==> config.mk <==
export PLATFORM = sky130hd
export DESIGN_NAME = r2f_ctrl
export DESIGN_NICKNAME = d
export VERILOG_FILES = /design/src/rtl/radix2_fft_unit_macros.svh /design/src/rtl/r2f_pkg.sv /design/src/rtl/r2f_ctrl.sv
export SDC_FILE = /design/constraint.sdc
export NUM_CORES = 1
export LEC_CHECK = 0
export CAP_MARGIN = 0
export CORE_UTILIZATION = 45
export CTS_BUF_LIST = sky130_fd_sc_hd__clkbuf_4
export DETAILED_ROUTE_END_ITERATION = 8
export DONT_BUFFER_PORTS = 1
export PLACE_DENSITY_LB_ADDON = 0.08
export SETUP_SLACK_MARGIN = 0.4
export SLEW_MARGIN = 5
export SYNTH_ARGS = -nofsm -noshare
export SYNTH_HDL_FRONTEND = slang
export SYNTH_SLANG_ARGS = --single-unit
==> constraint.sdc <==
create_clock -name clk -period 7.7 [get_ports clk]
set_clock_uncertainty 0.2 [all_clocks]
set_input_delay 0.385 -clock clk [delete_from_list [all_inputs] [get_ports clk]]
set_output_delay 0.385 -clock clk [all_outputs]
set_load 0.01 [all_outputs]
==> src/rtl/radix2_fft_unit_macros.svh <==
// Assertion shorthands for the FFT block; clk and rst come from the module that uses them.
`ifndef RADIX2_FFT_UNIT_MACROS_SVH
`define RADIX2_FFT_UNIT_MACROS_SVH

// Consequent checked in the same cycle as the antecedent.
`define R2F_ASSERT_NOW(label, ante, cons, msg) \
  label: assert property (@(posedge clk) disable iff (rst) (ante) |-> (cons)) \
    else $error(msg);

// Consequent checked in the cycle after the antecedent.
`define R2F_ASSERT_NEXT(label, ante, cons, msg) \
  label: assert property (@(posedge clk) disable iff (rst) (ante) |=> (cons)) \
    else $error(msg);

`endif

==> src/rtl/r2f_pkg.sv <==
package r2f_pkg;

  localparam int MAX_LOG2_POINTS = 10;
  localparam int SAMPLE_BITS     = 16;
  localparam int TWIDDLE_BITS    = 16;
  localparam int MAX_POINTS      = 1 << MAX_LOG2_POINTS;
  localparam int BIN_BITS        = SAMPLE_BITS + MAX_LOG2_POINTS;
  localparam int TW_FRAC         = TWIDDLE_BITS - 1;
  localparam int ADDR_W          = MAX_LOG2_POINTS;
  localparam int TW_ADDR_W       = MAX_LOG2_POINTS - 1;
  localparam int CFG_W           = 4;
  localparam int LOG2_RESET      = 10;

  // butterfly arithmetic widths
  localparam int PROD_W = BIN_BITS + TWIDDLE_BITS + 1;
  localparam int SUM_W  = PROD_W + 1;
  localparam int T_W    = SUM_W - TW_FRAC;
  localparam int EXT_W  = T_W + 1;

  localparam real PI_VAL   = 3.14159265358979323846;
  localparam real PI_STEP  = PI_VAL / (MAX_POINTS / 2);
  localparam real TW_SCALE = 2.0 ** TW_FRAC;
  localparam int  TW_MAX   = (1 << TW_FRAC) - 1;

  typedef logic signed [TWIDDLE_BITS:0] tw_val_t;
  typedef tw_val_t tw_table_t [MAX_POINTS/2];

  typedef struct packed {
    logic                 ld_wr;
    logic [ADDR_W-1:0]    ld_addr;
    logic [ADDR_W-1:0]    addr_a;
    logic [ADDR_W-1:0]    addr_b;
    logic [TW_ADDR_W-1:0] tk;
    logic                 tw_load;
    logic                 mul1;
    logic                 mul2;
    logic                 add;
    logic                 wr_a;
    logic                 wr_b;
    logic                 out_load;
    logic                 out_valid_bin;
    logic [ADDR_W-1:0]    out_index;
    logic                 out_last;
  } r2f_cmd_t;

  typedef struct packed {
    logic out_busy;
  } r2f_stat_t;

  function automatic int tw_round(real x);
    int v;
    v = $rtoi(x * TW_SCALE + 0.5);
    if (v < 0) v = 0;
    if (v > TW_MAX) v = TW_MAX;
    return v;
  endfunction

  function automatic tw_table_t build_cos();
    tw_table_t t;
    int m;
    int v;
    for (int k = 0; k < MAX_POINTS / 2; k++) begin
      m = (k > MAX_POINTS / 4) ? (MAX_POINTS / 2 - k) : k;
      v = tw_round($cos(PI_STEP * m));
      if (k > MAX_POINTS / 4) v = -v;
      t[k] = tw_val_t'(v);
    end
    return t;
  endfunction

  function automatic tw_table_t build_sin();
    tw_table_t t;
    int m;
    for (int k = 0; k < MAX_POINTS / 2; k++) begin
      m = (k > MAX_POINTS / 4) ? (MAX_POINTS / 2 - k) : k;
      t[k] = tw_val_t'(tw_round($sin(PI_STEP * m)));
    end
    return t;
  endfunction

  localparam tw_table_t TW_COS = build_cos();
  localparam tw_table_t TW_SIN = build_sin();

  function automatic logic [ADDR_W-1:0] bit_rev(input logic [ADDR_W-1:0] x);
    logic [ADDR_W-1:0] r;
    for (int i = 0; i < ADDR_W; i++) begin
      r[i] = x[ADDR_W-1-i];
    end
    return r;
  endfunction

  function automatic logic signed [BIN_BITS-1:0] sat_bin(input logic signed [EXT_W-1:0] v);
    logic signed [EXT_W-1:0] hi;
    logic signed [EXT_W-1:0] lo;
    hi = EXT_W'((64'sd1 <<< (BIN_BITS - 1)) - 64'sd1);
    lo = EXT_W'(-(64'sd1 <<< (BIN_BITS - 1)));
    if (v > hi) return hi[BIN_BITS-1:0];
    if (v < lo) return lo[BIN_BITS-1:0];
    return v[BIN_BITS-1:0];
  endfunction

endpackage

==> src/rtl/r2f_ctrl.sv <==
module r2f_ctrl (
  input  logic                     clk,
  input  logic                     rst,
  input  logic                     in_valid,
  output logic                     in_stall,
  input  logic                     action,
  input  logic                     cfg_valid,
  output logic                     cfg_ready,
  input  logic [r2f_pkg::CFG_W-1:0] cfg_data,
  output r2f_pkg::r2f_cmd_t        cmd,
  input  r2f_pkg::r2f_stat_t       stat
);
  import r2f_pkg::*;

  typedef enum logic [2:0] {
    S_IDLE, S_READ, S_BF_RD, S_BF_M1, S_BF_M2, S_BF_ADD, S_BF_WA, S_BF_WB
  } state_t;

  state_t               state;
  logic [CFG_W-1:0]     log2_points;
  logic [ADDR_W-1:0]    load_count;
  logic [ADDR_W-1:0]    read_count;
  logic                 result_ready;
  logic [CFG_W-1:0]     stage;
  logic [TW_ADDR_W-1:0] bf;

  logic [CFG_W-1:0]  lg;
  logic [ADDR_W-1:0] n_mask;
  logic [ADDR_W-1:0] pos;
  logic [ADDR_W-1:0] ridx;
  logic [ADDR_W-1:0] half;
  logic [ADDR_W-1:0] bf_w;
  logic [ADDR_W-1:0] low;
  logic [ADDR_W-1:0] addr_a;
  logic              accept;
  logic              bf_last;
  logic              in_bf;

  always_comb begin
    if (log2_points == '0) begin
      lg = CFG_W'(1);
    end else if (log2_points > CFG_W'(MAX_LOG2_POINTS)) begin
      lg = CFG_W'(MAX_LOG2_POINTS);
    end else begin
      lg = log2_points;
    end
  end

  assign n_mask  = {ADDR_W{1'b1}} >> (CFG_W'(MAX_LOG2_POINTS) - lg);
  assign pos     = load_count & n_mask;
  assign ridx    = read_count & n_mask;
  assign half    = ADDR_W'(1) << (stage - CFG_W'(1));
  assign bf_w    = ADDR_W'(bf);
  assign low     = bf_w & (half - ADDR_W'(1));
  assign addr_a  = ((bf_w >> (stage - CFG_W'(1))) << stage) | low;
  assign bf_last = (bf == TW_ADDR_W'(n_mask >> 1));
  assign in_bf   = (state != S_IDLE) && (state != S_READ);

  assign cfg_ready = (state == S_IDLE);
  // a pending config write takes the idle cycle
  assign in_stall  = (state != S_IDLE) || cfg_valid;
  assign accept    = in_valid && !in_stall;

  always_comb begin
    cmd.ld_wr         = accept && !action;
    cmd.ld_addr       = bit_rev(pos) >> (CFG_W'(MAX_LOG2_POINTS) - lg);
    cmd.addr_a        = in_bf ? addr_a : ridx;
    cmd.addr_b        = addr_a | half;
    cmd.tk            = TW_ADDR_W'(low << (CFG_W'(MAX_LOG2_POINTS) - stage));
    cmd.tw_load       = (state == S_BF_RD);
    cmd.mul1          = (state == S_BF_M1);
    cmd.mul2          = (state == S_BF_M2);
    cmd.add           = (state == S_BF_ADD);
    cmd.wr_a          = (state == S_BF_WA);
    cmd.wr_b          = (state == S_BF_WB);
    cmd.out_load      = (state == S_READ) && !stat.out_busy;
    cmd.out_valid_bin = result_ready;
    cmd.out_index     = ridx;
    cmd.out_last      = (ridx == n_mask);
  end

  always_ff @(posedge clk) begin
    if (rst) begin
      state        <= S_IDLE;
      log2_points  <= CFG_W'(LOG2_RESET);
      load_count   <= '0;
      read_count   <= '0;
      result_ready <= 1'b0;
      stage        <= CFG_W'(1);
      bf           <= '0;
    end else begin
      unique case (state)
        S_IDLE: begin
          if (cfg_valid && cfg_ready) begin
            log2_points  <= cfg_data;
            load_count   <= '0;
            read_count   <= '0;
            result_ready <= 1'b0;
          end else if (accept) begin
            if (!action) begin
              result_ready <= 1'b0;
              if (pos == n_mask) begin
                load_count <= '0;
                read_count <= '0;
                stage      <= CFG_W'(1);
                bf         <= '0;
                state      <= S_BF_RD;
              end else begin
                load_count <= pos + ADDR_W'(1);
              end
            end else begin
              state <= S_READ;
            end
          end
        end
        S_READ: begin
          // hold until the output register frees up
          if (!stat.out_busy) begin
            if (result_ready) begin
              read_count <= (ridx == n_mask) ? '0 : ridx + ADDR_W'(1);
            end
            state <= S_IDLE;
          end
        end
        S_BF_RD:  state <= S_BF_M1;
        S_BF_M1:  state <= S_BF_M2;
        S_BF_M2:  state <= S_BF_ADD;
        S_BF_ADD: state <= S_BF_WA;
        S_BF_WA:  state <= S_BF_WB;
        S_BF_WB: begin
          if (bf_last) begin
            bf <= '0;
            if (stage == lg) begin
              result_ready <= 1'b1;
              state        <= S_IDLE;
            end else begin
              stage <= stage + CFG_W'(1);
              state <= S_BF_RD;
            end
          end else begin
            bf    <= bf + TW_ADDR_W'(1);
            state <= S_BF_RD;
          end
        end
        default: state <= S_IDLE;
      endcase
    end
  end

endmodule

==> impl_metrics.env, run 1 <==
export IMPL_path_max_fanout=30
export IMPL_finalHoldViolCount=0
export IMPL_multi_input_area_sq_um=4030
export IMPL_path_clk_slew_ps=130
export IMPL_wl_per_cell_microns=22.0
export IMPL_fmax_mhz=165
export IMPL_routed_wl_microns=18200
export IMPL_postCtsSetupRepairBufs=0
export IMPL_fillCellCount=1202
export IMPL_synthTopCellsByArea="dfxtp_1 16%, nand2_1 5.8%, nor2_1 5.2%"
export IMPL_die_area_sq_um=12100
export IMPL_ios=71
export IMPL_outcome="completed"
export IMPL_track_usage_pct=30.1
export IMPL_cts_buffers=5
export IMPL_timing_final_max_slew_violations=0
export IMPL_synth_area_sq_um=5270
export IMPL_synth_edff_count=0
export IMPL_synth_seq_area_share_pct=15.6
export IMPL_whs_path_depth=2
export IMPL_worstRegToRegCells=11
export IMPL_gp_congestion=0.927
export IMPL_cp_required_ps=7110
export IMPL_grt_pass1_wl_microns=28000
export IMPL_avgSynthCellArea_sq_um=7.23
export IMPL_drt_first_pass_iters=6
export IMPL_synth_top_area_cell="dfxtp_1"
export IMPL_period_minus_slack_ps=6080
export IMPL_synth_commonest_cells="81 x nand2_1, 73 x nor2_1, 41 x dfxtp_1, 40 x o21ai_0, 38 x clkbuf_1"
export IMPL_grt_pass1_vias=4971
export IMPL_cp_startpoint="stage[1]$_SDFFE_PP0P_"
export IMPL_synthFlopType="dfxtp_1"
export IMPL_drive_gt1_share_pct=8.21
export IMPL_via_count=5511
export IMPL_drv_cap=0
export IMPL_cts_tree="built"
export IMPL_syn2layout_area_growth_pct=0.0950
export IMPL_regArea_sq_um=821
export IMPL_drc=0
export IMPL_rows=39
export IMPL_slew_headroom_pct=28.0
export IMPL_n_antenna_cell=0
export IMPL_holdCritStartpoint="rst"
export IMPL_cts_sinks=41
export IMPL_cp_buffers_inverters=2
export IMPL_synth_cell_types=98
export IMPL_cts_root_buf="clkbuf_4"
export IMPL_async_flop_share_pct=0
export IMPL_grt_overflow=0
export IMPL_vias_per_cell=6.68
export IMPL_clkLatencyLatePin_ps=380
export IMPL_synthCells=729
export IMPL_clk_path_buf_depth=2
export IMPL_slowest_delay_ps=1060
export IMPL_p_leak_nw=1.97
export IMPL_p_per_area_nw_per_um2=83.7
export IMPL_timing_critical_path_mode_cell="ha_1"
export IMPL_critPathSlowestCell="dfxtp_1"
export IMPL_r2r_start="log2_points[3]$_SDFFE_PP1P_"
export IMPL_core_area_sq_um=11400
export IMPL_post_dp_hpwl_microns=13200
export IMPL_finalSetupViolCount=0
export IMPL_total_power_uw=442
export IMPL_crit_chain="clkinv_1 > ha_1 > ha_1 > and3_1 > inv_1 > ha_1 > or4_1 > a21boi_1 > a221oi_1 > a211oi_1 > a21oi_1 > o21ai_0"
export IMPL_criticalPathCategory="reg -> out"
export IMPL_fin_crit_sh_pct=78.9
export IMPL_die_h_microns=110
export IMPL_first_iter_violations=631
export IMPL_io_buffer_count=0
export IMPL_endpoint_kind="primary output"
export IMPL_nets=705
export IMPL_cts_htree_levels=2
export IMPL_cp_top_family="adder cells"
export IMPL_synth_most_common_cell="nand2_1"
export IMPL_whs_ps=13.1
export IMPL_ir_drop_mv=0.0562
export IMPL_start_util_pct=46.2
export IMPL_syn_nets=753
export IMPL_ys_seq_elements=41
export IMPL_fin_tns_setup_ps=0
export IMPL_die_x_microns=110
export IMPL_tightest_slew_ps=1080
export IMPL_startpoint_type="flop"
export IMPL_yosys_warnings=0
export IMPL_synth_top_cell_area_share_pct=15.6
export IMPL_hp_class="in -> reg"
export IMPL_grt_max_degree=47
export IMPL_crit_arrival_ps=5490
export IMPL_path_depth=12
export IMPL_rsz0062_at_grt="no"
export IMPL_drtAntennaViolNets=0
export IMPL_antenna_found_initial=0
## sequential cells by signal (all words and copies together) (netlist names)
signal	count
result_ready	1
state	3
read_count	10
log2_points	4
bf	9
stage	4
load_count	10
## report_power, final
| part | total [mW] | switching, mW | internal, mW | leakage, nW |
|---|---|---|---|---|
| Clock | 0.111 | 0.0776 | 0.0331 | 0.0300 |
| Sequential | 0.222 | 0.00726 | 0.214 | 0.331 |
| Combinational | 0.109 | 0.0746 | 0.0348 | 1.61 |
| Total | 0.442 | 0.159 | 0.282 | 1.97 |
## worst reg2reg max path, cell delays in order (launching register included)
cell and delay [ps]:
dfxtp_1 930, o21ai_1 240, a21o_1 380, inv_2 230
ha_1 440, and3b_1 260, nor4_4 700, a221oi_4 240
and3_4 250, a21oi_1 520, o21ai_0 210, a22o_1 210
## final cells by class
cell class,count,area share (%)
Timing Repair Buffer,11,1.85
Tap cell,143,3.39
Clock inverter,3,0.237
Sequential cell,41,15.6
Clock buffer,5,0.712
Multi-Input combinational cell,596,76.4
Inverter,26,1.85
## cell families (layout without fill, tap and decap cells)
kind of cell	count (synthesis)	after routing	synth area share, %
compound gates	213	213	30.1
xor+xnor	26	26	4.75
fa+ha+maj	14	14	3.32
buf+inv	92	45	7.95
flops	41	41	15.6
mux	25	25	5.56
simple gates	318	318	32.8
## routing by layer
| layer | wire length [microns] | global-route usage, % |
|---|---|---|
| met1 | 8530 | 43.9 |
| met2 | 7950 | 46.1 |
| met3 | 1530 | 6.00 |
| met4 | 166 | 4.79 |
| met5 | 0 | 0 |
## final timing paths
path / endpoint / slack (ps)
worst max-delay path: cmd[27] / 1620
worst max register to register: read_count[7]$_SDFFE_PP0P_ / 2830
worst min-delay path: state[0]$_SDFFE_PP0P_ / 10
worst min register to register: read_count[4]$_SDFFE_PP0P_ / 300
## repair_timing
| item | 4_1_cts | 5_1_grt |
|---|---|---|
| gates resized for setup | 0 | 0 |
| endpoints found under the hold margin | 24 | 0 |
| hold buffers | 6 | 0 |
## cells in the final DEF, fill, tap and decap left out, types with 5 or more instances in the layout
cell type,instances
a211o_1,6
a211oi_1,10
a21o_1,6
a21oi_1,32
a22o_1,11
a22oi_1,8
a31oi_1,10
and2_1,9
and3_1,13
buf_4,5
clkbuf_4,5
clkinv_1,7
dfxtp_1,41
dlygate4sd3_1,6
ha_1,14
inv_1,20
mux2i_1,18
nand2_1,81
nand2b_1,11
nand3_1,31
nand4_1,13
nor2_1,73
nor2b_1,10
nor3_1,18
nor3b_1,7
nor4_1,7
o211ai_1,9
o21ai_0,40
o21ai_1,5
o22ai_1,7
o31ai_1,8
or3_1,6
xnor2_1,10
xor2_1,13
## through the flow
| stage | cells | instance area (sq um) | setup WS [ps] | util (%) |
|---|---|---|---|---|
| 2_1_floorplan | 729 | 5270 | 2840 | - |
| 3_3_place_gp | 811 | 5160 | 2400 | 45.2 |
| 3_5_place_dp | 811 | 5160 | 2170 | 45.2 |
| 4_1_cts | 825 | 5280 | 1720 | 46.2 |
| 5_1_grt | 825 | 5280 | 1290 | 46.2 |
| 6_report | 825 | 5280 | 1620 | 46.2 |
Note: power is estimated with default switching activity, not from simulation.
==> run 2, diff against run 1 <==
==> constraint.sdc (replaced) <==
create_clock -name clk -period 6 [get_ports clk]
set_clock_uncertainty 0.2 [all_clocks]
set_input_delay 0.3 -clock clk [delete_from_list [all_inputs] [get_ports clk]]
set_output_delay 0.3 -clock clk [all_outputs]
set_load 0.01 [all_outputs]
==> impl_metrics.env, run 2 (same netlist as run 1, synthesis figures left out) <==
export IMPL_outcome="completed"
export IMPL_grt_overflow=0
export IMPL_cts_root_buf="clkbuf_4"
export IMPL_combPwrFrac_pct=22.2
export IMPL_ir_drop_mv=0.106
export IMPL_drive_gt1_share_pct=8.88
export IMPL_crit_chain="o21ai_1 > a21o_1 > ha_1 > nor4b_4 > a211oi_2 > nand2_2 > o21ai_0 > mux2i_1 > o21ai_0"
export IMPL_multi_input_area_sq_um=4030
export IMPL_die_h_microns=110
export IMPL_cts_tree="built"
export IMPL_slowest_delay_ps=890
export IMPL_path_max_fanout=23
export IMPL_layout_commonest_cell="nand2_1"
export IMPL_whs_ps=29.2
export IMPL_syn2layout_area_growth_pct=1.54
export IMPL_switching_power_uw=207
export IMPL_criticalPathCategory="reg -> out"
export IMPL_path_clk_slew_ps=140
export IMPL_fin_cells=830
export IMPL_r2r_slack_ps=1400
export IMPL_p_per_area_nw_per_um2=116
export IMPL_post_dp_hpwl_microns=13000
export IMPL_netSwitchingFraction_pct=33.4
export IMPL_wl_per_cell_microns=21.3
export IMPL_endpoint_kind="primary output"
export IMPL_regArea_sq_um=821
export IMPL_nets=710
export IMPL_io_buffer_count=0
export IMPL_cts_htree_levels=2
export IMPL_routed_wl_microns=17700
export IMPL_final_area_sq_um=5350
export IMPL_die_area_sq_um=12100
export IMPL_cp_required_ps=5500
export IMPL_fmax_mhz=203
export IMPL_cts_sinks=41
export IMPL_drv_cap=0
export IMPL_cp_top_family="compound AO/OA/AOI/OAI gates"
export IMPL_p_clk_share_pct=31.5
export IMPL_final_cell_mix="81 x nand2_1, 73 x nor2_1, 41 x dfxtp_1"
export IMPL_crit_arrival_ps=4420
export IMPL_fin_tns_setup_ps=0
export IMPL_vias_per_cell=6.71
export IMPL_hp_class="in -> reg"
export IMPL_rows=39
export IMPL_n_antenna_cell=0
export IMPL_p_leak_nw=2.01
export IMPL_fillCellCount=1217
export IMPL_startpoint_type="flop"
export IMPL_drtAntennaViolNets=0
export IMPL_place_area_sq_um=5190
export IMPL_cts_buffers=5
export IMPL_gp_congestion=0.921
export IMPL_core_area_sq_um=11400
export IMPL_tightest_slew_ps=1210
export IMPL_slew_headroom_pct=18.9
export IMPL_clk_path_buf_depth=2
export IMPL_grt_max_degree=46
export IMPL_grt_pass1_vias=4913
export IMPL_finalHoldViolCount=0
export IMPL_rsz0062_at_grt="no"
export IMPL_timing_final_max_slew_violations=0
export IMPL_drc=0
export IMPL_via_count=5572
export IMPL_cp_buffers_inverters=0
export IMPL_start_util_pct=46.2
export IMPL_critPathSlowestCell="dfxtp_1"
export IMPL_finalSetupViolCount=0
export IMPL_fin_crit_sh_pct=82.0
export IMPL_clkLatencyLatePin_ps=370
export IMPL_ios=71
export IMPL_intPower_uw=413
export IMPL_die_x_microns=110
export IMPL_antenna_found_initial=0
export IMPL_placed_cells=814
export IMPL_reg_top3="load_count x10, read_count x10, bf x9"
export IMPL_postCtsSetupRepairBufs=0
export IMPL_period_minus_slack_ps=4920
export IMPL_grt_pass1_wl_microns=27100
export IMPL_track_usage_pct=29.1
export IMPL_timing_critical_path_mode_cell="o21ai_0"
export IMPL_p_seq_share_pct=46.3
export IMPL_drt_first_pass_iters=5
export IMPL_first_iter_violations=715
## run 2: changes by cell type in the layout (fill, tap and decap cells not counted)
cell | previous run | this run
buf_4 | 5 | 8
clkinv_1 | 7 | 5
dlygate4sd3_1 | 6 | 8
bufinv_16 | 0 | 1
clkbuf_4 | 5 | 6
clkinv_2 | 1 | 0
clkinv_4 | 0 | 1
## run 2: metal layers
layer  up-vias  wire length (microns)  GRT usage [%]
met4         0                    251           6.39
met3        22                   1650           6.17
li1       2620                      -              -
met5         -                      0              0
met1      2669                   8230           43.0
met2       261                   7560           43.0
## run 2: layout make-up
type	count	share of cell area (%)
clock buffer	6	0.842
clock inverter	2	0.725
inverter	26	1.82
multi-input combinational	596	75.3
sequential	41	15.3
tap	143	3.34
timing repair buffer	16	2.62
## run 2: power groups by stage
stage,clock (mW),sequential (mW),combinational (mW)
floorplan,0,0.283,0.118
global placement,0,0.292,0.127
detailed placement,0,0.293,0.128
CTS,0.205,0.287,0.135
global route,0.214,0.288,0.149
finish,0.195,0.287,0.138
## run 2: what timing repair did
item	in CTS	in global routing
hold buffers	8	0
resized for setup	0	0
hold endpoints to repair	27	0
## run 2: worst paths after layout
| check | startpoint | endpoint | cells past startpoint |
|---|---|---|---|
| setup / recovery | log2_points[3]$_SDFFE_PP1P_ | cmd[48] | 9 |
| hold / removal | rst | stage[1]$_SDFFE_PP0P_ | 3 |
| setup reg to reg | log2_points[3]$_SDFFE_PP1P_ | stage[0]$_SDFFE_PP1P_ | 10 |
| hold reg to reg | read_count[8]$_SDFFE_PP0P_ | read_count[8]$_SDFFE_PP0P_ | 1 |
## run 2: per-stage QoR
step / power (mW) / utilization, % / setup slack [ps]
floorplan: 0.401 / - / 1220
global placement: 0.419 / 45.4 / 1570
detailed placement: 0.420 / 45.4 / 1440
CTS: 0.627 / 46.9 / 1100
global route: 0.651 / 46.9 / 693
finish: 0.620 / 46.9 / 1080
## run 2: worst min-delay path, stage by stage
cell	delay (ps)
nor3_1	30
mux2i_1	150
o31ai_1	90
